===== src/design/hwpma_pkg.sv =====
// Shared constants, types and the lane apply function for the half-word pair
// min-apply block. Used by every module under design/.
package hwpma_pkg;

  // Default slot count of the pairing table
  localparam int PAIR_SLOTS_DEF = 4;

  // Word geometry
  localparam int LANE_W      = 3;
  localparam int WLANE_W     = 4;
  localparam int LANES_WORD  = 16;
  localparam int DATA_W      = 32;
  localparam int WORD_ADDR_W = 31;

  // Opcodes of the input word
  localparam logic OP_LANE = 1'b0;
  localparam logic OP_END  = 1'b1;

  // Result kinds
  localparam logic [1:0] KIND_PROP = 2'd0;
  localparam logic [1:0] KIND_END  = 2'd1;
  localparam logic [1:0] KIND_DROP = 2'd2;

  // Accepted input word as seen by the slot table
  typedef struct packed {
    logic                   upd;
    logic                   end_stream;
    logic                   last;
    logic                   half;
    logic [WORD_ADDR_W-1:0] word;
    logic [WLANE_W-1:0]     wlane;
  } item_t;

  // Outcome of the slot lookup for the current input word
  typedef struct packed {
    logic drop;
    logic complete;
  } lookup_t;

  // Count of zero keeps the old value; otherwise take the unsigned minimum,
  // forced to zero when the two low count bits are zero.
  function automatic logic [DATA_W-1:0] apply_lane(input logic [DATA_W-1:0] old_v,
                                                   input logic [DATA_W-1:0] cand,
                                                   input logic [DATA_W-1:0] cnt);
    logic [DATA_W-1:0] v;
    v = old_v;
    if (cnt != '0) begin
      v = (old_v < cand) ? old_v : cand;
      if (cnt[1:0] == 2'b00) begin
        v = '0;
      end
    end
    return v;
  endfunction

endpackage


===== src/design/hwpma_lane_mem.sv =====
// Lane value memory: one write port, one read port with registered read data.
// Depends on hwpma_pkg for the data width.
module hwpma_lane_mem #(
  parameter int DEPTH  = 64,
  parameter int ADDR_W = 6
) (
  input  logic                          clk,
  input  logic                          wr_en,
  input  logic [ADDR_W-1:0]             wr_addr,
  input  logic [hwpma_pkg::DATA_W-1:0]  wr_data,
  input  logic                          rd_en,
  input  logic [ADDR_W-1:0]             rd_addr,
  output logic [hwpma_pkg::DATA_W-1:0]  rd_data
);

  logic [hwpma_pkg::DATA_W-1:0] mem [DEPTH];

  // Write the applied lane value
  always_ff @(posedge clk) begin
    if (wr_en) begin
      mem[wr_addr] <= wr_data;
    end
  end

  // Read one lane; hold the data while not enabled
  always_ff @(posedge clk) begin
    if (rd_en) begin
      rd_data <= mem[rd_addr];
    end
  end

endmodule


===== src/design/hwpma_slot_table.sv =====
// Pairing slot table: busy and half-done flags, word tags and per-lane
// written bits. Depends on hwpma_pkg for item_t and lookup_t.
module hwpma_slot_table #(
  parameter int PAIR_SLOTS = hwpma_pkg::PAIR_SLOTS_DEF,
  parameter int SLOT_W     = 2
) (
  input  logic                              clk,
  input  logic                              rst,
  input  hwpma_pkg::item_t                  item,
  output hwpma_pkg::lookup_t                lookup,
  output logic [SLOT_W-1:0]                 slot,
  input  logic [SLOT_W-1:0]                 emit_slot,
  input  logic [hwpma_pkg::WLANE_W-1:0]     emit_lane,
  input  logic                              emit_free,
  output logic [hwpma_pkg::WORD_ADDR_W-1:0] emit_word,
  output logic                              emit_lane_ok
);

  logic                              busy     [PAIR_SLOTS];
  logic                              low_done [PAIR_SLOTS];
  logic                              high_done[PAIR_SLOTS];
  logic [hwpma_pkg::WORD_ADDR_W-1:0] tag      [PAIR_SLOTS];
  logic [hwpma_pkg::LANES_WORD-1:0]  lane_ok  [PAIR_SLOTS];

  logic hit;
  logic free_any;
  logic [SLOT_W-1:0] hit_slot;
  logic [SLOT_W-1:0] free_slot;
  logic new_low;
  logic new_high;

  // Find the first matching busy slot and the first free slot
  always_comb begin
    hit       = 1'b0;
    free_any  = 1'b0;
    hit_slot  = '0;
    free_slot = '0;
    for (int i = 0; i < PAIR_SLOTS; i++) begin
      if (!hit && busy[i] && tag[i] == item.word) begin
        hit      = 1'b1;
        hit_slot = SLOT_W'(i);
      end
      if (!free_any && !busy[i]) begin
        free_any  = 1'b1;
        free_slot = SLOT_W'(i);
      end
    end
  end

  // Merge the half-done flags with this word's last-lane mark
  always_comb begin
    slot            = hit ? hit_slot : free_slot;
    new_low         = (hit && low_done[slot])  || (item.last && !item.half);
    new_high        = (hit && high_done[slot]) || (item.last && item.half);
    lookup.drop     = !hit && !free_any;
    lookup.complete = new_low && new_high && !lookup.drop;
  end

  // Control flags: take, update, free after emission, clear at end of stream
  always_ff @(posedge clk) begin
    if (rst) begin
      for (int i = 0; i < PAIR_SLOTS; i++) begin
        busy[i]      <= 1'b0;
        low_done[i]  <= 1'b0;
        high_done[i] <= 1'b0;
      end
    end else if (item.end_stream) begin
      for (int i = 0; i < PAIR_SLOTS; i++) begin
        busy[i]      <= 1'b0;
        low_done[i]  <= 1'b0;
        high_done[i] <= 1'b0;
      end
    end else begin
      if (item.upd && !lookup.drop) begin
        busy[slot]      <= 1'b1;
        low_done[slot]  <= new_low;
        high_done[slot] <= new_high;
      end
      if (emit_free) begin
        busy[emit_slot]      <= 1'b0;
        low_done[emit_slot]  <= 1'b0;
        high_done[emit_slot] <= 1'b0;
      end
    end
  end

  // Word tag and lane written bits; a newly taken slot starts with no lanes
  always_ff @(posedge clk) begin
    if (item.upd && !lookup.drop) begin
      tag[slot]     <= item.word;
      lane_ok[slot] <= (hit ? lane_ok[slot] : '0) |
                       (hwpma_pkg::LANES_WORD'(1) << item.wlane);
    end
  end

  assign emit_word    = tag[emit_slot];
  assign emit_lane_ok = lane_ok[emit_slot][emit_lane];

endmodule


===== src/design/half_word_pair_min_apply_core.sv =====
// Top level of the half-word pair min-apply block: handshake, emit sequencer
// and output register. Depends on hwpma_pkg, hwpma_slot_table, hwpma_lane_mem.
//
//   channel  | handshake                  | payload
//   ---------+----------------------------+---------------------------------------
//   item     | item_valid / item_stall    | opcode half_address lane last_lane
//            |                            | update_distance update_count old_property
//   result   | result_valid / result_stall| kind word_address out_lane new_property
//            |                            | word_last
//
// An item that completes a word is followed by emission of its 16 lanes, one lane
// a cycle while the output register can take it, through the single read port of
// the lane memory; no item is taken during emission. End-of-stream and drop words
// give one result. Reset is synchronous and clears all slot flags; no memory
// clearing pass. A stalled result holds the output register and blocks input.
module half_word_pair_min_apply_core #(
  parameter int PAIR_SLOTS = hwpma_pkg::PAIR_SLOTS_DEF
) (
  input  logic                              clk,
  input  logic                              rst,
  input  logic                              item_valid,
  output logic                              item_stall,
  input  logic                              opcode,
  input  logic [31:0]                       half_address,
  input  logic [hwpma_pkg::LANE_W-1:0]      lane,
  input  logic                              last_lane,
  input  logic [hwpma_pkg::DATA_W-1:0]      update_distance,
  input  logic [hwpma_pkg::DATA_W-1:0]      update_count,
  input  logic [hwpma_pkg::DATA_W-1:0]      old_property,
  output logic                              result_valid,
  input  logic                              result_stall,
  output logic [1:0]                        kind,
  output logic [hwpma_pkg::WORD_ADDR_W-1:0] word_address,
  output logic [hwpma_pkg::WLANE_W-1:0]     out_lane,
  output logic [hwpma_pkg::DATA_W-1:0]      new_property,
  output logic                              word_last
);

  localparam int SLOT_W = (PAIR_SLOTS > 1) ? $clog2(PAIR_SLOTS) : 1;
  localparam int ADDR_W = SLOT_W + hwpma_pkg::WLANE_W;
  localparam int DEPTH  = PAIR_SLOTS * hwpma_pkg::LANES_WORD;

  localparam logic ST_IDLE = 1'b0;
  localparam logic ST_EMIT = 1'b1;

  localparam logic [hwpma_pkg::WLANE_W-1:0] LAST_LANE_IDX =
    hwpma_pkg::WLANE_W'(hwpma_pkg::LANES_WORD - 1);

  logic state;
  logic state_next;
  logic [SLOT_W-1:0] emit_slot;
  logic [hwpma_pkg::WLANE_W-1:0] emit_cnt;

  hwpma_pkg::item_t   item;
  hwpma_pkg::lookup_t lookup;
  logic [SLOT_W-1:0]  slot;

  logic accept;
  logic upd_valid;
  logic end_valid;
  logic out_free;
  logic emit_issue;
  logic emit_free;
  logic emit_lane_ok;
  logic [hwpma_pkg::WORD_ADDR_W-1:0] emit_word;
  logic [hwpma_pkg::WLANE_W-1:0] wlane;
  logic [hwpma_pkg::DATA_W-1:0] rd_data;
  logic prop_ok;

  // Handshake and decode of the input word
  assign out_free   = !result_valid || !result_stall;
  assign item_stall = (state == ST_EMIT) || !out_free;
  assign accept     = item_valid && !item_stall;
  assign upd_valid  = accept && (opcode == hwpma_pkg::OP_LANE);
  assign end_valid  = accept && (opcode == hwpma_pkg::OP_END);
  assign wlane      = {half_address[0], lane};

  always_comb begin
    item.upd        = upd_valid;
    item.end_stream = end_valid;
    item.last       = last_lane;
    item.half       = half_address[0];
    item.word       = half_address[31:1];
    item.wlane      = wlane;
  end

  hwpma_slot_table #(
    .PAIR_SLOTS (PAIR_SLOTS),
    .SLOT_W     (SLOT_W)
  ) u_slot_table (
    .clk          (clk),
    .rst          (rst),
    .item         (item),
    .lookup       (lookup),
    .slot         (slot),
    .emit_slot    (emit_slot),
    .emit_lane    (emit_cnt),
    .emit_free    (emit_free),
    .emit_word    (emit_word),
    .emit_lane_ok (emit_lane_ok)
  );

  // Emit one lane a cycle whenever the output register can take it
  assign emit_issue = (state == ST_EMIT) && out_free;
  assign emit_free  = emit_issue && (emit_cnt == LAST_LANE_IDX);

  hwpma_lane_mem #(
    .DEPTH  (DEPTH),
    .ADDR_W (ADDR_W)
  ) u_lane_mem (
    .clk     (clk),
    .wr_en   (upd_valid && !lookup.drop),
    .wr_addr ({slot, wlane}),
    .wr_data (hwpma_pkg::apply_lane(old_property, update_distance, update_count)),
    .rd_en   (emit_issue),
    .rd_addr ({emit_slot, emit_cnt}),
    .rd_data (rd_data)
  );

  // Sequencer: enter emission on a completing word, leave after lane 15
  always_comb begin
    state_next = state;
    case (state)
      ST_IDLE: begin
        if (upd_valid && lookup.complete) begin
          state_next = ST_EMIT;
        end
      end
      ST_EMIT: begin
        if (emit_free) begin
          state_next = ST_IDLE;
        end
      end
      default: state_next = ST_IDLE;
    endcase
  end

  always_ff @(posedge clk) begin
    if (rst) begin
      state <= ST_IDLE;
    end else begin
      state <= state_next;
    end
  end

  always_ff @(posedge clk) begin
    if (state == ST_IDLE) begin
      emit_slot <= slot;
      emit_cnt  <= '0;
    end else if (emit_issue) begin
      emit_cnt <= emit_cnt + 1'b1;
    end
  end

  // Output word valid: set on load, drop once taken
  always_ff @(posedge clk) begin
    if (rst) begin
      result_valid <= 1'b0;
    end else if (emit_issue || end_valid || (upd_valid && lookup.drop)) begin
      result_valid <= 1'b1;
    end else if (!result_stall) begin
      result_valid <= 1'b0;
    end
  end

  // Output word payload
  always_ff @(posedge clk) begin
    if (emit_issue) begin
      kind         <= hwpma_pkg::KIND_PROP;
      word_address <= emit_word;
      out_lane     <= emit_cnt;
      word_last    <= (emit_cnt == LAST_LANE_IDX);
      prop_ok      <= emit_lane_ok;
    end else if (end_valid) begin
      kind         <= hwpma_pkg::KIND_END;
      word_address <= '0;
      out_lane     <= '0;
      word_last    <= 1'b1;
      prop_ok      <= 1'b0;
    end else if (upd_valid && lookup.drop) begin
      kind         <= hwpma_pkg::KIND_DROP;
      word_address <= half_address[31:1];
      out_lane     <= wlane;
      word_last    <= 1'b0;
      prop_ok      <= 1'b0;
    end
  end

  // Lanes never written since the slot was taken read as zero
  assign new_property = prop_ok ? rd_data : '0;

endmodule


===== config.mk =====
export PLATFORM = sky130hd
export DESIGN_NAME = half_word_pair_min_apply_core
export DESIGN_NICKNAME = d
export VERILOG_FILES = /design/src/design/hwpma_pkg.sv /design/src/design/hwpma_lane_mem.sv /design/src/design/hwpma_slot_table.sv /design/src/design/half_word_pair_min_apply_core.sv
export SDC_FILE = /design/constraint.sdc
export NUM_CORES = 2
export LEC_CHECK = 0
export BUFFER_PORTS_ARGS = -buffer_cell sky130_fd_sc_hd__buf_2
export CELL_PAD_IN_SITES_DETAIL_PLACEMENT = 0
export CELL_PAD_IN_SITES_GLOBAL_PLACEMENT = 1
export CORE_MARGIN = 2
export CORE_UTILIZATION = 55
export DETAILED_ROUTE_END_ITERATION = 6
export PLACE_DENSITY_LB_ADDON = 0.1
export SETUP_SLACK_MARGIN = 0.2
export SLEW_MARGIN = 20
export SYNTH_ARGS = -nofsm -noshare
export SYNTH_HDL_FRONTEND = slang
export SYNTH_SLANG_ARGS = --single-unit

===== constraint.sdc =====
create_clock -name clk -period 11.6 [get_ports clk]
set_input_delay 3.48 -clock clk [delete_from_list [all_inputs] [get_ports clk]]
set_output_delay 3.48 -clock clk [all_outputs]
set_load 0.01 [all_outputs]

Yosys cells after proc, flatten, opt, wreduce, memory -nomap -nowiden
Memories as Yosys holds them, arrays and structs flattened. A register that Yosys moved wholly into a read port is not among the register bits.
Cells that the tools add are included.
{"block": "op_classes", "addsub": 1, "order_cmp": 2, "n_eq_ne": 6, "n_shift": 1, "mux": 86, "bitwise": 15, "n_reduce_logical": 58}
{"op": "two-way mux 32 bit", "n": 4}
{"op": "equality test 31 bit", "n": 4}
{"op": "two-way mux 31 bit", "n": 3}
{"op": "two-way mux 1 bit", "n": 60}
{"op": "< comparator 32 bit", "n": 1}
{"op": "nonzero test 32 bit", "n": 1}
{"op": "two-way mux 2 bit", "n": 13}
{"op": "logical AND 1 bit", "n": 25}
{"op": "logical NOT 1 bit", "n": 16}
{"op": "two-way mux 16 bit", "n": 1}
{"op": "bitwise OR 16 bit", "n": 1}
{"op": "<< shifter 1 x 4 -> 16 bit (first input constant)", "n": 1}
{"op": "two-way mux 4 bit", "n": 3}
{"op": "bitwise OR 1 bit", "n": 12}
{"op": "logical OR 1 bit", "n": 6}
{"op": "OR reduction 1 bit", "n": 6}
{"op": "< comparator 4 x 5 -> 1 bit (second input constant)", "n": 1}
{"op": "adder 4 x 1 -> 4 bit (second input constant)", "n": 1}
{"op": "binary-select mux 1 bit (select 4 bit)", "n": 1}
{"op": "equality test 4 bit (second input constant)", "n": 1}
{"op": "nonzero test 3 bit", "n": 1}
{"op": "logical NOT 2 bit", "n": 1}
{"op": "inequality test 2 x 1 -> 1 bit (second input constant)", "n": 1}
{"op": "inverter 1 bit", "n": 2}
{"op": "3 further kinds", "n": 3}
{"block": "totals", "ff_bits": 47, "ramBits": 2248, "inputBits": 137, "elab_cells": 185, "mem_count": 6}
{"memory": "u_lane_mem.mem", "words": 64, "width": 32, "read_ports": 1, "rd_clocked_by_memory_dff": 1, "write_ports": 1, "line": "hwpma_lane_mem.sv:16", "text": "logic [hwpma_pkg::DATA_W-1:0] mem [DEPTH];"}
{"memory": "u_slot_table.tag", "words": 4, "width": 31, "read_ports": 5, "rd_clocked_by_memory_dff": 1, "write_ports": 1, "line": "hwpma_slot_table.sv:22", "text": "logic [hwpma_pkg::WORD_ADDR_W-1:0] tag [PAIR_SLOTS];"}
{"memory": "u_slot_table.lane_ok", "words": 4, "width": 16, "read_ports": 2, "rd_clocked_by_memory_dff": 1, "write_ports": 1, "line": "hwpma_slot_table.sv:23", "text": "logic [hwpma_pkg::LANES_WORD-1:0] lane_ok [PAIR_SLOTS];"}
{"memory": "u_slot_table.busy", "words": 4, "width": 1, "read_ports": 4, "rd_clocked_by_memory_dff": 0, "write_ports": 4, "line": "hwpma_slot_table.sv:19", "text": "logic busy [PAIR_SLOTS];"}
{"memory": "u_slot_table.high_done", "words": 4, "width": 1, "read_ports": 1, "rd_clocked_by_memory_dff": 0, "write_ports": 4, "line": "hwpma_slot_table.sv:21", "text": "logic high_done[PAIR_SLOTS];"}
{"memory": "u_slot_table.low_done", "words": 4, "width": 1, "read_ports": 1, "rd_clocked_by_memory_dff": 0, "write_ports": 4, "line": "hwpma_slot_table.sv:20", "text": "logic low_done [PAIR_SLOTS];"}

Logic depth before layout (Yosys ltp)
An unclocked memory read counts as a cell.
{"block": "depth", "word_depth": 27, "ltp_mapped": 12}

Hierarchy
A second synthesis with hierarchy kept.
{"block": "hier_totals", "cells_unflattened": 4373, "area_unflattened_um2": 92491.2}
{"mod": "hwpma_lane_mem", "instances": 1, "cells_each": 3324, "area_per_inst_um2": 78835.6, "seq_area_each_um2": 62459.9}
{"mod": "hwpma_slot_table", "instances": 1, "cells_each": 652, "area_per_inst_um2": 9854.5, "seq_area_each_um2": 5885.6}
{"mod": "half_word_pair_min_apply_core", "instances": 1, "cells_each": 397, "area_per_inst_um2": 3801.1, "seq_area_each_um2": 1331.3}

Worst setup path before layout
No wires, ideal clock.
{"block": "synth_path", "path_kind": "in2out", "from": "in result_stall", "to": "out item_stall", "arrival_time_ns": 3.797, "required_ns": 8.120, "slack_ns": 4.323, "cell_stages": 2, "path_cell_list": "a21oi_1 > inv_1"}
{"block": "synth_between", "elab_chain_cells": 4}
{"element": "from (decl)", "line": "half_word_pair_min_apply_core.sv:31", "text": "input logic result_stall,"}
{"element": "logical NOT 1 bit"}
{"element": "logical OR 1 bit", "line": "half_word_pair_min_apply_core.sv:71", "text": "assign out_free = !result_valid || !result_stall;"}
{"element": "logical NOT 1 bit", "line": "half_word_pair_min_apply_core.sv:72", "text": "assign item_stall = (state == ST_EMIT) || !out_free;"}
{"element": "logical OR 1 bit", "line": "half_word_pair_min_apply_core.sv:72"}
{"element": "to (decl)", "line": "half_word_pair_min_apply_core.sv:22", "text": "output logic item_stall,"}
No other way between the ends.

Worst setup path in the final report
Same ends and word-level chain as after synthesis.

==> flow_metrics.py <==
metrics = {
    "setup_path": {
        "timing.critical_path.slowest_stage_cell": "a21oi_1",
        "crit_fanout": 4,
        "timing.reg2reg.setup_slack_ns": 6.83,
        "cp-start-kind": "primary input",
        "combined_buffer_and_inverter_count_along_the_critical_path": 3,
        "r2r_start": "emit_cnt[0]$_SDFFE_PN0P_",
        "end_kind": "primary output",
        "worst-r2r-cell-count": 6,
        "timing.critical_path.required_ns": 8.12,
        "r2r_end": "u_lane_mem.rd_data[29]$_DFFE_PP_",
        "cp_common_cell": "buf_2",
        "list_of_cells_traversed_by_the_critical_path": "buf_2 -> a21oi_1 -> inv_1 -> buf_2",
        "crit_family": "buffers and inverters",
        "worst-setup-path-type": "primary input to primary output",
        "critical_path_arrival_ns": 4.08,
        "max_stage_delay_ns": 0.28,
    },
    "placed_design": {
        "io_buffers": 208,
        "number_of_placed_instances_with_taps_included": 6372,
        "detailedPlacementHpwl_mm": 134,
        "finalWeightedCongestion": 0.842,
    },
    "route": {
        "detail_route.iter0.violations": 5095,
        "viasPerCell": 6.43,
        "first_pass_iters": 5,
        "routed_wire_length_per_instance_um": 33.4,
        "antenna_viol_nets_final": 0,
        "route.detailed.drc": 0,
        "routed_wl_mm": 227,
        "vias_post_dr": 43700,
    },
    "floorplan": {
        "num_rows": 150,
        "die_height_um": 413,
        "die_width_um": 413,
        "floorplan.initialDensity_pct": 55.2,
        "coreArea_sq_mm": 0.167,
        "number_of_top_level_pins": 209,
        "die_area_sq_mm": 0.171,
    },
    "sta": {
        "timing.hold.ws_ns": 0.478,
        "timing.fmax_mhz": 132,
        "max_slew.worst_pin.slew_ns": 1.10,
        "final_cycle_share_pct": 65.2,
        "report.final.hold_viol_count": 0,
        "worst_case_clock_skew_ns": 0.0525,
        "timing.final.max_slew_violations": 0,
        "final_setup_viols": 0,
        "grt_setup_unrepaired": "false",
        "relative_slew_slack_pct": 26.8,
        "setup_tns_ns": 0,
        "layout_min_cycle_time_ns": 7.56,
    },
    "synthesis": {
        "synth.lib_cells_used.distinct": 49,
        "async_reset_ff_share_pct": 0,
        "yosysWarnings": 0,
        "ys_dominant_reg_cell": "edfxtp_1",
        "synth.net_count": 4245,
        "mappedNetlistArea_sq_mm": 0.0922,
        "synth_enable_flop_cells": 2319,
        "post_synth.cell_area_avg_sq_um": 22.6,
        "synthCells": 4076,
        "synth-seq-area-share_pct": 75.8,
        "ys_ff_latch": 2329,
    },
    "cts": {
        "numCtsBuffers": 226,
        "clk_pin_slew_ns": 0.06,
        "cts_sinks": 2329,
        "count_of_cells_resized_by_post_cts_repair": 0,
        "worst_skew_pair.late_latency_ns": 0.88,
        "clk_path_buf_depth": 3,
        "cts.repair_timing.setup_buffer_count": 0,
        "tritoncts": "built",
        "htreeDepth": 4,
        "clock-root-buffer": "clkbuf_16",
        "hold_buffers": 0,
    },
    "cells_and_area": {
        "syn2layout_area_growth_pct": 12.3,
        "num-nets-final": 4573,
        "fin_cells": 6795,
        "post_route_cells_drive_above_1_share_pct": 32.0,
        "fillerInstances": 11400,
    },
    "worst_hold_path": {
        "holdPathStages": 2,
        "hold_path.startpoint": "kind[1]$_SDFFE_PP0P_",
        "type_of_the_tightest_min_delay_check": "flop to flop",
        "min_delay_worst_endpoint": "kind[1]$_SDFFE_PP0P_",
    },
    "global_route": {
        "grt_antenna_before_repair": 25,
        "vias_in_the_first_global_route": 43500,
        "global_route.usage.total_pct": 26.9,
        "grt_max_degree": 142,
        "grt_pass1_wl_mm": 322,
        "gr-total-overflow": 0,
    },
    "power": {
        "ir_worst_vdd_mv": 0.173,
        "p_leak_nw": 31.9,
        "powerDensity_mw_per_mm2": 166,
        "power.total_mw": 17.2,
    },
    "flow_run": {
        "drv_cap": 0,
    },
    "run_status": {
        "run_status": "finished, final reports clean",
    },
}
## tightest hold or removal path, stage by stage (launching register included)
cell and delay, ns:
dfxtp_1 0.31, inv_1 0.05, a211oi_1 0.06
## sequential cells by signal, indices dropped and copies added, names as in the netlist, 31 cells and up, named ones only
| name | cells |
|---|---|
| u_slot_table.lane_ok | 64 |
| word_address | 31 |
| u_slot_table.tag | 124 |
| u_lane_mem.rd_data | 32 |
| u_lane_mem.mem | 2048 |
## cells by family (layout without fill, tap and decap cells)
group	Yosys count	in the layout	synth area share, %
flops	2329	2329	75.8
mux	751	751	18.1
simple gates	460	460	2.34
buf+inv	285	796	1.36
xor+xnor	127	127	1.21
compound gates	92	92	0.732
fa+ha+maj	32	32	0.434
other cells	0	4	0
## cell usage after synthesis, types with 18 or more instances
library cell	count	share of area, %
and2_1	34	0.23
buf_1	18	0.073
buf_2	89	0.48
clkbuf_1	122	0.50
edfxtp_1	2319	76
ha_1	32	0.43
inv_1	45	0.18
mux4_2	732	18
nand2_1	169	0.69
nand3_1	47	0.26
nand4_1	70	0.48
nor2_1	95	0.39
nor4_1	21	0.14
o211ai_1	33	0.27
xnor2_1	93	0.88
xor2_1	34	0.32
## layout by cell type, fill, tap and decap left out, drive strengths merged, types with 35 or more instances in the layout
| cell | synthesis | routed |
|---|---|---|
| clkinv | 1 | 109 |
| clkbuf | 125 | 288 |
| nand4 | 70 | 70 |
| edfxtp | 2319 | 2319 |
| inv | 45 | 50 |
| xnor2 | 93 | 93 |
| nor2 | 95 | 95 |
| and2 | 35 | 35 |
| buf | 114 | 339 |
| mux4 | 734 | 734 |
| nand3 | 47 | 47 |
| nand2 | 170 | 170 |
## metal layers
layer | vias to the layer above | track usage [%] | routed length (um)
met5 | - | 0 | 27
met4 | 4 | 6.00 | 4370
met2 | 1828 | 42.6 | 111000
met3 | 269 | 4.68 | 17800
met1 | 23700 | 39.9 | 94000
li1 | 17900 | - | -
## how the worst max path moves through the flow
stage                                start                              to  slack (ns)  depth (start not counted)
final                         result_stall                      item_stall        4.04                          4
after global routing          result_stall                      item_stall        4.00                          4
after CTS                     result_stall                      item_stall        4.06                          4
after detailed placement   half_address[6]  u_lane_mem.mem[6][5]$_DFFE_PP_        3.63                         10
after global placement    half_address[23]  u_lane_mem.mem[6][5]$_DFFE_PP_        3.65                         10
after floorplan               result_stall                      item_stall        4.32                          2
## final cells by class
| class | instances | area [sq um] | area share [%] |
|---|---|---|---|
| antenna | 4 | 10.0 | 0.00967 |
| clock buffer | 288 | 5910 | 5.71 |
| clock inverter | 123 | 967 | 0.934 |
| inverter | 46 | 174 | 0.168 |
| multi-input combinational | 1462 | 21600 | 20.9 |
| sequential | 2329 | 69900 | 67.5 |
| tap | 2204 | 2760 | 2.66 |
| timing repair buffer | 339 | 2260 | 2.19 |
## stage by stage
step                      utilization (%)  setup WS [ns]  area, sq um
after floorplan                         -           4.32        92200
after global placement               57.8           3.65        96400
after detailed placement             57.8           3.63        96500
after CTS                            61.9           4.06       103000
after global routing                 62.0           4.00       104000
final                                62.1           4.04       104000
## report_power, final
group / switching [mW] / leakage [nW] / internal [mW] / total, mW
clock: 3.08 / 3.36 / 3.78 / 6.86
combinational: 0.596 / 7.31 / 0.186 / 0.782
sequential: 0.0198 / 21.2 / 9.49 / 9.51
total: 3.70 / 31.9 / 13.5 / 17.2
Power figures use the tool's default switching activity.
